`src/sv/bdts_pkg.sv`:
```
// ----------------------------------------------------------------------------
// Scheduler package
// Types, codes and constants of the budgeted deadline task scheduler.
// ----------------------------------------------------------------------------
package bdts_pkg;
  localparam int QUEUE_DEPTH = 16;
  localparam int SLOT_W = $clog2(QUEUE_DEPTH);
  localparam int CNT_W = $clog2(QUEUE_DEPTH + 1);
  localparam logic [47:0] M48 = 48'hFFFF_FFFF_FFFF;

  localparam logic [2:0] FN_SUBMIT = 3'd0;
  localparam logic [2:0] FN_DISPATCH = 3'd1;
  localparam logic [2:0] FN_FINISH = 3'd2;
  localparam logic [2:0] FN_CANCEL = 3'd3;
  localparam logic [2:0] FN_DEADLINE = 3'd4;
  localparam logic [2:0] FN_STOP = 3'd5;

  localparam logic [2:0] ST_ACCEPTED = 3'd0;
  localparam logic [2:0] ST_REJECTED = 3'd1;
  localparam logic [2:0] ST_DISPATCHED = 3'd2;
  localparam logic [2:0] ST_NONE = 3'd3;
  localparam logic [2:0] ST_STOPPED = 3'd4;
  localparam logic [2:0] ST_ACK = 3'd5;

  localparam logic [2:0] REG_DUTY = 3'd0;
  localparam logic [2:0] REG_IBUDGET = 3'd1;
  localparam logic [2:0] REG_OBUDGET = 3'd2;
  localparam logic [2:0] REG_RESERVE = 3'd3;
  localparam logic [2:0] REG_WORKERS = 3'd4;

  localparam logic [1:0] E_FREE = 2'd0;
  localparam logic [1:0] E_QUEUED = 2'd1;
  localparam logic [1:0] E_ACTIVE = 2'd2;

  typedef struct packed {
    logic [2:0] func;
    logic [47:0] now_time;
    logic [1:0] kind;
    logic has_deadline;
    logic [47:0] deadline;
    logic [47:0] est_cost;
    logic [3:0] slot;
    logic [47:0] elapsed;
  } req_t;

  typedef struct packed {
    logic [2:0] status;
    logic [3:0] task_slot;
    logic [31:0] task_sequence;
    logic [1:0] task_kind;
    logic task_cancelled;
    logic [47:0] wake_time;
    logic [4:0] queued_count;
    logic [4:0] active_count;
    logic [63:0] completed_count;
    logic [63:0] rejected_count;
  } rsp_t;

  typedef struct packed {
    logic [2:0] index;
    logic [47:0] data;
  } cfg_t;

  function automatic logic [1:0] kind_rank(input logic [1:0] k);
    case (k)
      2'd0: kind_rank = 2'd2;
      2'd1: kind_rank = 2'd1;
      2'd2: kind_rank = 2'd2;
      default: kind_rank = 2'd3;
    endcase
  endfunction

  function automatic logic [47:0] sat_add48(input logic [47:0] a, input logic [47:0] b);
    logic [48:0] s;
    s = {1'b0, a} + {1'b0, b};
    sat_add48 = s[48] ? M48 : s[47:0];
  endfunction
endpackage

```
`src/sv/bdts_better.sv`:
```
// ----------------------------------------------------------------------------
// Scheduler ordering compare
// Decides whether a candidate entry precedes the current pick.
// ----------------------------------------------------------------------------
module bdts_better (
  input  logic        a_hd,
  input  logic [47:0] a_dl,
  input  logic [1:0]  a_kind,
  input  logic [31:0] a_seq,
  input  logic        b_hd,
  input  logic [47:0] b_dl,
  input  logic [1:0]  b_kind,
  input  logic [31:0] b_seq,
  output logic        wins
);
  logic [1:0] ra, rb;
  always_comb begin
    ra = bdts_pkg::kind_rank(a_kind);
    rb = bdts_pkg::kind_rank(b_kind);
    if (a_hd && b_hd && a_dl != b_dl) wins = a_dl < b_dl;
    else if (a_hd != b_hd) wins = a_hd;
    else if (ra != rb) wins = ra < rb;
    else wins = a_seq < b_seq;
  end
endmodule

```
`config.mk`:
```
export PLATFORM = sky130hd
export DESIGN_NAME = bdts_better
export DESIGN_NICKNAME = d
export VERILOG_FILES = /design/src/sv/bdts_pkg.sv /design/src/sv/bdts_better.sv
export SDC_FILE = /design/constraint.sdc
export NUM_CORES = 1
export LEC_CHECK = 0
export BUFFER_PORTS_ARGS = -buffer_cell sky130_fd_sc_hd__buf_2
export CAP_MARGIN = 15
export CORE_MARGIN = 2
export CORE_UTILIZATION = 35
export DETAILED_ROUTE_END_ITERATION = 10
export PLACE_DENSITY = 0.8
export SYNTH_ARGS = -nofsm -noshare
export SYNTH_HDL_FRONTEND = slang
export SYNTH_SLANG_ARGS = --single-unit
```
`constraint.sdc`:
```
create_clock -name vclk -period 2.8
set_input_delay 0.14 -clock vclk [all_inputs]
set_output_delay 0.14 -clock vclk [all_outputs]
set_load 0.05 [all_outputs]
```
After elaboration in Yosys (flattened, before gate mapping)
Cells that the tools add are included.

Logic and storage cells: 21. Bits in read-only memories: 0. Memories kept: 0. Input bits: 166. Bits in writable memories: 0. Latch bits: 0. Flip-flop bits (word level): 0. Output and inout port bits: 1.

Shift operators: 0. Multiply operators: 0. Bitwise gates (word level): 0. Divide/modulo/power cells: 0. Multiplexer cells: 5. Add/subtract/negate cells: 0. Reductions and logical operators: 6. Equal/unequal tests: 7. Magnitude comparators: 3.

Operator list (count): $lt A48 B48 Y1 (1); $ne A48 B48 Y1 (1); $lt A32 B32 Y1 (1); $pmux W2 S2 (2); $eq A2 B1 Y1 const B (2); $eq A2 B2 Y1 const B (2); $logic_not A2 Y1 (2); $reduce_or A2 Y1 (2); $mux W1 (3); $logic_and A1 B1 Y1 (2); $lt A2 B2 Y1 (1); $ne A2 B2 Y1 (1); $ne A1 B1 Y1 (1).

Longest topological paths before layout
Gate-level depths: netlist of the first run.

Depth after elaboration: 7. Gate-level depth with buffers: 8.

Worst setup path after synthesis of the first run
No wires, ideal clock.

Path type: input to output. Start point: input port b_dl[33]. End point: output port wins. Buffers on the path: 0. Slack: 0.768 ns. Required time: 2.660 ns. Cell stages on the path: 8. Data arrival time: 1.892 ns. Cells stage by stage: inv_1 -> ha_1 -> a21o_1 -> a21o_1 -> a211oi_2 -> o211ai_1 -> a2111oi_1 -> a22o_1.

Word-level cells in the longest chain between the ends: 3. Elaborated cells on any way between the ends: 4.

RTL lines: start: declaration (line bdts_better.sv:11) `input logic [47:0] b_dl,`; branches (longest 2 deep; another with $lt A48 B48 Y1); $mux W1 (*) (line bdts_better.sv:20) `if (a_hd && b_hd && a_dl != b_dl) wins = a_dl < b_dl;`; end: declaration (line bdts_better.sv:14) `output logic wins`.

Mark *: on every way between the ends.

Final worst setup path of the first run
Start point: input port a_dl[33]. End point: output port wins.

Word-level cells in the longest chain between the ends: 3. Elaborated cells on any way between the ends: 4.

RTL lines: start: declaration (line bdts_better.sv:7) `input logic [47:0] a_dl,`; branches (longest 2 deep; another with $lt A48 B48 Y1); $mux W1 (*) (line bdts_better.sv:20).

Marked as above.

==> impl_metrics.env, run 1 <==
export IMPL_synthMuxAreaShare_pct=0
export IMPL_drv_slew=0
export IMPL_grt_use_total_pct=16.1
export IMPL_slew_headroom_pct=70.8
export IMPL_worstHoldStart="a_hd"
export IMPL_clkbuf_count=0
export IMPL_synthAdderAreaFrac_pct=48.6
export IMPL_min_period_ns=2.27
export IMPL_synth_area_mm2=0.00211
export IMPL_ys_seq_area_share_pct=0
export IMPL_hold_slack_ns=0.953
export IMPL_num_vias=2563
export IMPL_postRouteAntennaNets=0
export IMPL_fin_setup_tns_ns=0
export IMPL_setup_viol=0
export IMPL_synth_nets=547
export IMPL_drc=0
export IMPL_seq_area_um2=0
export IMPL_fmax_mhz=440
export IMPL_avgRoutedWirePerCell_um=10.6
export IMPL_min_path_cells=5
export IMPL_leakagePower_nw=2.00
export IMPL_die_h_um=81.6
export IMPL_ys_top_cells_by_count="82 x ha_1, 81 x inv_1, 29 x a21oi_1, 21 x nand2_1, 14 x nor2_1"
export IMPL_status="finished, final reports clean"
export IMPL_grt_pass1_vias=2423
export IMPL_worstPathRequired_ns=2.66
export IMPL_hold_viol_final=0
export IMPL_io_pins=167
export IMPL_tightest_slew_ns=0.437
export IMPL_synth_area_top_cells="ha_1 49%, inv_1 14%, a21oi_1 6.9%"
export IMPL_synth_area_per_cell_um2=7.06
export IMPL_post_cts_buffers=0
export IMPL_synth_compound_area_share_pct=20.3
export IMPL_wl_um=5730
export IMPL_synth_top_area_share_pct=48.6
export IMPL_synth_distinct_cells=34
export IMPL_dp_hpwl_um=5610
export IMPL_start_util_pct=35.8
export IMPL_design_area_mm2=0.00304
export IMPL_grt_overflow=0
export IMPL_antenna_found_initial=0
export IMPL_nNetsFinal=715
export IMPL_grt_pass1_wl_um=8980
export IMPL_hold_path_class="input pin to output pin"
export IMPL_fin_util_pct=51.6
export IMPL_synth_top_area_cell="ha_1"
export IMPL_dr_pass1_iters=4
export IMPL_hold_end="wins"
export IMPL_postSynthCellCount=299
export IMPL_fillers=588
export IMPL_ys_warn_count=0
export IMPL_die_width_um=81.6
export IMPL_diodes=0
export IMPL_hold_buffers=0
export IMPL_finalCritPeriodShare_pct=81.2
export IMPL_synth_top_family_by_area="adder cells"
export IMPL_cts_resized=0
export IMPL_port_buffers=167
export IMPL_place_gp_congestion=0.742
export IMPL_crit_arrival_ns=2.13
export IMPL_area_delta_synth_final_pct=43.9
export IMPL_rsz0062_at_grt="no"
export IMPL_end_kind="output pin"
export IMPL_power_density_mw_per_mm2=129
export IMPL_rows=28
export IMPL_worstSetupStartpointType="input pin"
export IMPL_finalPower_uw=392
export IMPL_synth_most_common_cell="ha_1"
export IMPL_maxCapViolCount=0
export IMPL_grt_max_degree=4
export IMPL_multi_input_area_mm2=0.00180
export IMPL_core_area_mm2=0.00589
export IMPL_seq_cells=0
export IMPL_yosys_area_share_simple_pct=16.5
export IMPL_die_area_mm2=0.00666
export IMPL_synthXorXnorAreaFrac_pct=0
export IMPL_dpl_cell_area_mm2=0.00304
export IMPL_irDropWorstVdd_mv=0.0657
export IMPL_viasPerCell=4.75
export IMPL_critical_path_class="input pin to output pin"
export IMPL_drive_above_1_share_pct=36.8
export IMPL_initialDrtViolationCount=31
export IMPL_cp_max_fo=2
==> worst max path at each step <==
stage	startpoint	to	slack, ns	depth (start not counted)
4_1_cts	a_dl[33]	wins	0.44	9
3_3_place_gp	a_dl[33]	wins	0.45	9
3_5_place_dp	a_dl[43]	wins	0.44	9
2_1_floorplan	b_dl[33]	wins	0.77	8
5_1_grt	b_dl[39]	wins	0.29	10
6_report	a_dl[33]	wins	0.53	9
==> layout make-up <==
| cell class | count | share of cell area, % |
|---|---|---|
| multi-input cells | 217 | 59.4 |
| repair buffers | 167 | 27.5 |
| inverters | 81 | 10.0 |
| well taps | 75 | 3.09 |
==> metal layers <==
metal | vias up | wire [um] | global-route usage, %
li1 | 1363 | - | -
met1 | 1099 | 2110 | 16.3
met2 | 101 | 3090 | 35.7
met3 | 0 | 528 | 1.87
met4 | 0 | 0 | 0.167
met5 | - | 0 | 0
==> logic make-up after synthesis <==
| group | after synthesis |
|---|---|
| adders and majority gates | 82 |
| buffers and inverters | 82 |
| AOI/OAI and AO/OA | 68 |
| and+or+nand+nor | 67 |
==> worst max-delay path, stage by stage <==
cell	delay, ns
buf_2	0.10
ha_1	0.30
a21o_1	0.16
a21o_1	0.17
a211oi_2	0.20
o211ai_1	0.11
a2111oi_1	0.47
a22o_1	0.22
buf_2	0.26
==> through the flow <==
step                      cells  setup WS (ns)
after detailed placement    540          0.443
after global placement      540          0.451
after CTS                   540          0.438
final                       540          0.528
after global routing        540          0.295
after floorplan             299          0.768
==> power breakdown <==
group | internal, mW | leakage [nW] | switching, mW
clock network | 0 | 0 | 0
logic | 0.206 | 2.00 | 0.187
registers | 0 | 0 | 0
==> layout by cell type, fill, tap and decap left out, types with 2 or more instances in the layout <==
master    Yosys  final
ha_1         82     82
nand4_1      10     10
o211ai_1      2      2
o311a_1       2      2
o21a_1        2      2
o21ai_0      10     10
a21o_1        8      8
buf_2         0    167
nand2_1      21     21
nor2b_1       3      3
nand3_1       9      9
a21oi_1      29     29
nand2b_1      4      4
inv_1        81     81
nor2_1       14     14
a211oi_1      3      3
Power figures use the tool's default switching activity.
==> inputs of run 2 (changes only) <==
Clock period 2.8 ns to 2.2 ns, I/O delays scaled along.
==> run 2 against run 1 <==
Compared with the run above:
- global-route usage increased by 0.96 points
- hold slack got worse by 0.12 ns
- die area unchanged
- utilization increased by 3.1 points
- non-clock buffer count increased by 9
- cell count increased by 1.7%
- combinational power increased by 39%
- via count increased by 1.2%
- setup slack got worse by 0.40 ns
- count of clock-buffer cells in the layout unchanged
- final area increased by 5.9%
- sequential share of layout area unchanged
- critical endpoint unchanged
==> impl_metrics.env, run 2 (same netlist as run 1, synthesis figures left out) <==
export IMPL_status="finished, final reports clean"
export IMPL_tightest_slew_ns=0.424
export IMPL_power_internal_uw=285
export IMPL_setup_viol=0
export IMPL_initialDrtViolationCount=24
export IMPL_worstHoldStart="a_hd"
export IMPL_drv_slew=0
export IMPL_worstPathRequired_ns=2.09
export IMPL_seq_cells=0
export IMPL_comb_power_share_pct=100.0
export IMPL_hold_path_class="input pin to output pin"
export IMPL_end_kind="output pin"
export IMPL_grt_overflow=0
export IMPL_antenna_found_initial=0
export IMPL_avgRoutedWirePerCell_um=11.1
export IMPL_grt_use_total_pct=17.0
export IMPL_fin_util_pct=54.6
export IMPL_hold_viol_final=0
export IMPL_final_cell_mix="166 x buf_2, 80 x inv_1, 79 x ha_1"
export IMPL_dp_hpwl_um=5680
export IMPL_port_buffers=167
export IMPL_die_area_mm2=0.00666
export IMPL_worstSetupStartpointType="input pin"
export IMPL_wl_um=6080
export IMPL_diodes=0
export IMPL_finalCritPeriodShare_pct=94.2
export IMPL_switching_share_pct=47.7
export IMPL_maxCapViolCount=0
export IMPL_rsz0062_at_grt="no"
export IMPL_final_common_cell="buf_2"
export IMPL_drc=0
export IMPL_die_h_um=81.6
export IMPL_hold_end="wins"
export IMPL_postRouteAntennaNets=0
export IMPL_grt_pass1_vias=2535
export IMPL_min_path_cells=5
export IMPL_drive_above_1_share_pct=40.1
export IMPL_dr_pass1_iters=4
export IMPL_finalPower_uw=545
export IMPL_place_gp_congestion=0.756
export IMPL_die_width_um=81.6
export IMPL_fmax_mhz=483
export IMPL_slew_headroom_pct=71.4
export IMPL_io_pins=167
export IMPL_crit_arrival_ns=1.96
export IMPL_min_period_ns=2.07
export IMPL_core_area_mm2=0.00589
export IMPL_nNetsFinal=724
export IMPL_p_seq_share_pct=0
export IMPL_pwr_share_clk_pct=0
export IMPL_seq_area_um2=0
export IMPL_grt_max_degree=4
export IMPL_rows=28
export IMPL_clkbuf_count=0
export IMPL_grt_pass1_wl_um=9540
export IMPL_num_vias=2595
export IMPL_cp_max_fo=2
export IMPL_leakagePower_nw=2.05
export IMPL_viasPerCell=4.73
export IMPL_start_util_pct=35.8
export IMPL_switchingPower_uw=260
export IMPL_hold_buffers=0
export IMPL_area_delta_synth_final_pct=52.4
export IMPL_irDropWorstVdd_mv=0.100
export IMPL_power_density_mw_per_mm2=169
export IMPL_critical_path_class="input pin to output pin"
-- run 2: timing repair --
action | in CTS | in global routing
endpoints found under the setup margin | 1 | 1
endpoints found under the hold margin | 0 | 0
buffers inserted | 0 | 4
gates cloned | 0 | 0
pin swaps | 1 | 10
gates resized for setup | 5 | 11
-- run 2: power groups by stage --
| stage | Clock [mW] | Combinational, mW | Sequential [mW] |
|---|---|---|---|
| 3_5_place_dp | 0 | 0.518 | 0 |
| 6_report | 0 | 0.545 | 0 |
| 3_3_place_gp | 0 | 0.498 | 0 |
| 4_1_cts | 0 | 0.527 | 0 |
| 5_1_grt | 0 | 0.632 | 0 |
| 2_1_floorplan | 0 | 0.286 | 0 |
-- run 2: how the worst max path moves through the flow --
stage	from	end	cells after the start	slack (ns)
floorplan	b_dl[33]	wins	8	0.23
global placement	a_dl[33]	wins	10	-0.003
finish	b_dl[41]	wins	10	0.13
global route	b_seq[29]	wins	10	0.02
CTS	a_dl[12]	wins	10	0.001
detailed placement	b_dl[45]	wins	12	-0.10
-- run 2: area by class of cell --
| class | instances | area [um2] |
|---|---|---|
| fill | 565 | 2670 |
| multi-input combinational | 217 | 1900 |
| timing repair buffer | 176 | 913 |
| inverter | 81 | 304 |
| tap | 75 | 93.8 |
-- run 2: critical path, cell delays in order --
cell and delay, ns:
buf_2 0.08, inv_1 0.04, ha_1 0.29, nand4_1 0.18
nor4_4 0.32, nand3_2 0.15, a311oi_4 0.33, a2111oi_4 0.06
a22o_1 0.26, buf_6 0.15
-- run 2: per-stage QoR --
stage / worst slack (ns) / std cells / cell area [um2] / setup TNS [ns] / hold slack, ns
6_report: 0.128 / 549 / 3220 / 0 / 0.828
5_1_grt: 0.0236 / 549 / 3220 / 0 / 0.864
4_1_cts: 0.00136 / 546 / 3100 / 0 / 0.836
3_5_place_dp: -0.100 / 546 / 3080 / -0.100 / 0.884
3_3_place_gp: -0.00264 / 546 / 3080 / -0.00264 / 0.884
2_1_floorplan: 0.228 / 299 / 2110 / 0 / 0.785
-- run 2: layer usage --
metal	GRT usage, %	up-vias	routed length, um	share of wire (%)
li1	-	1386	-	-
met2	36.0	103	3180	52
met1	18.0	1102	2340	39
met4	1.83	0	31	0.51
met3	2.09	4	532	8.7
met5	0	-	0	0
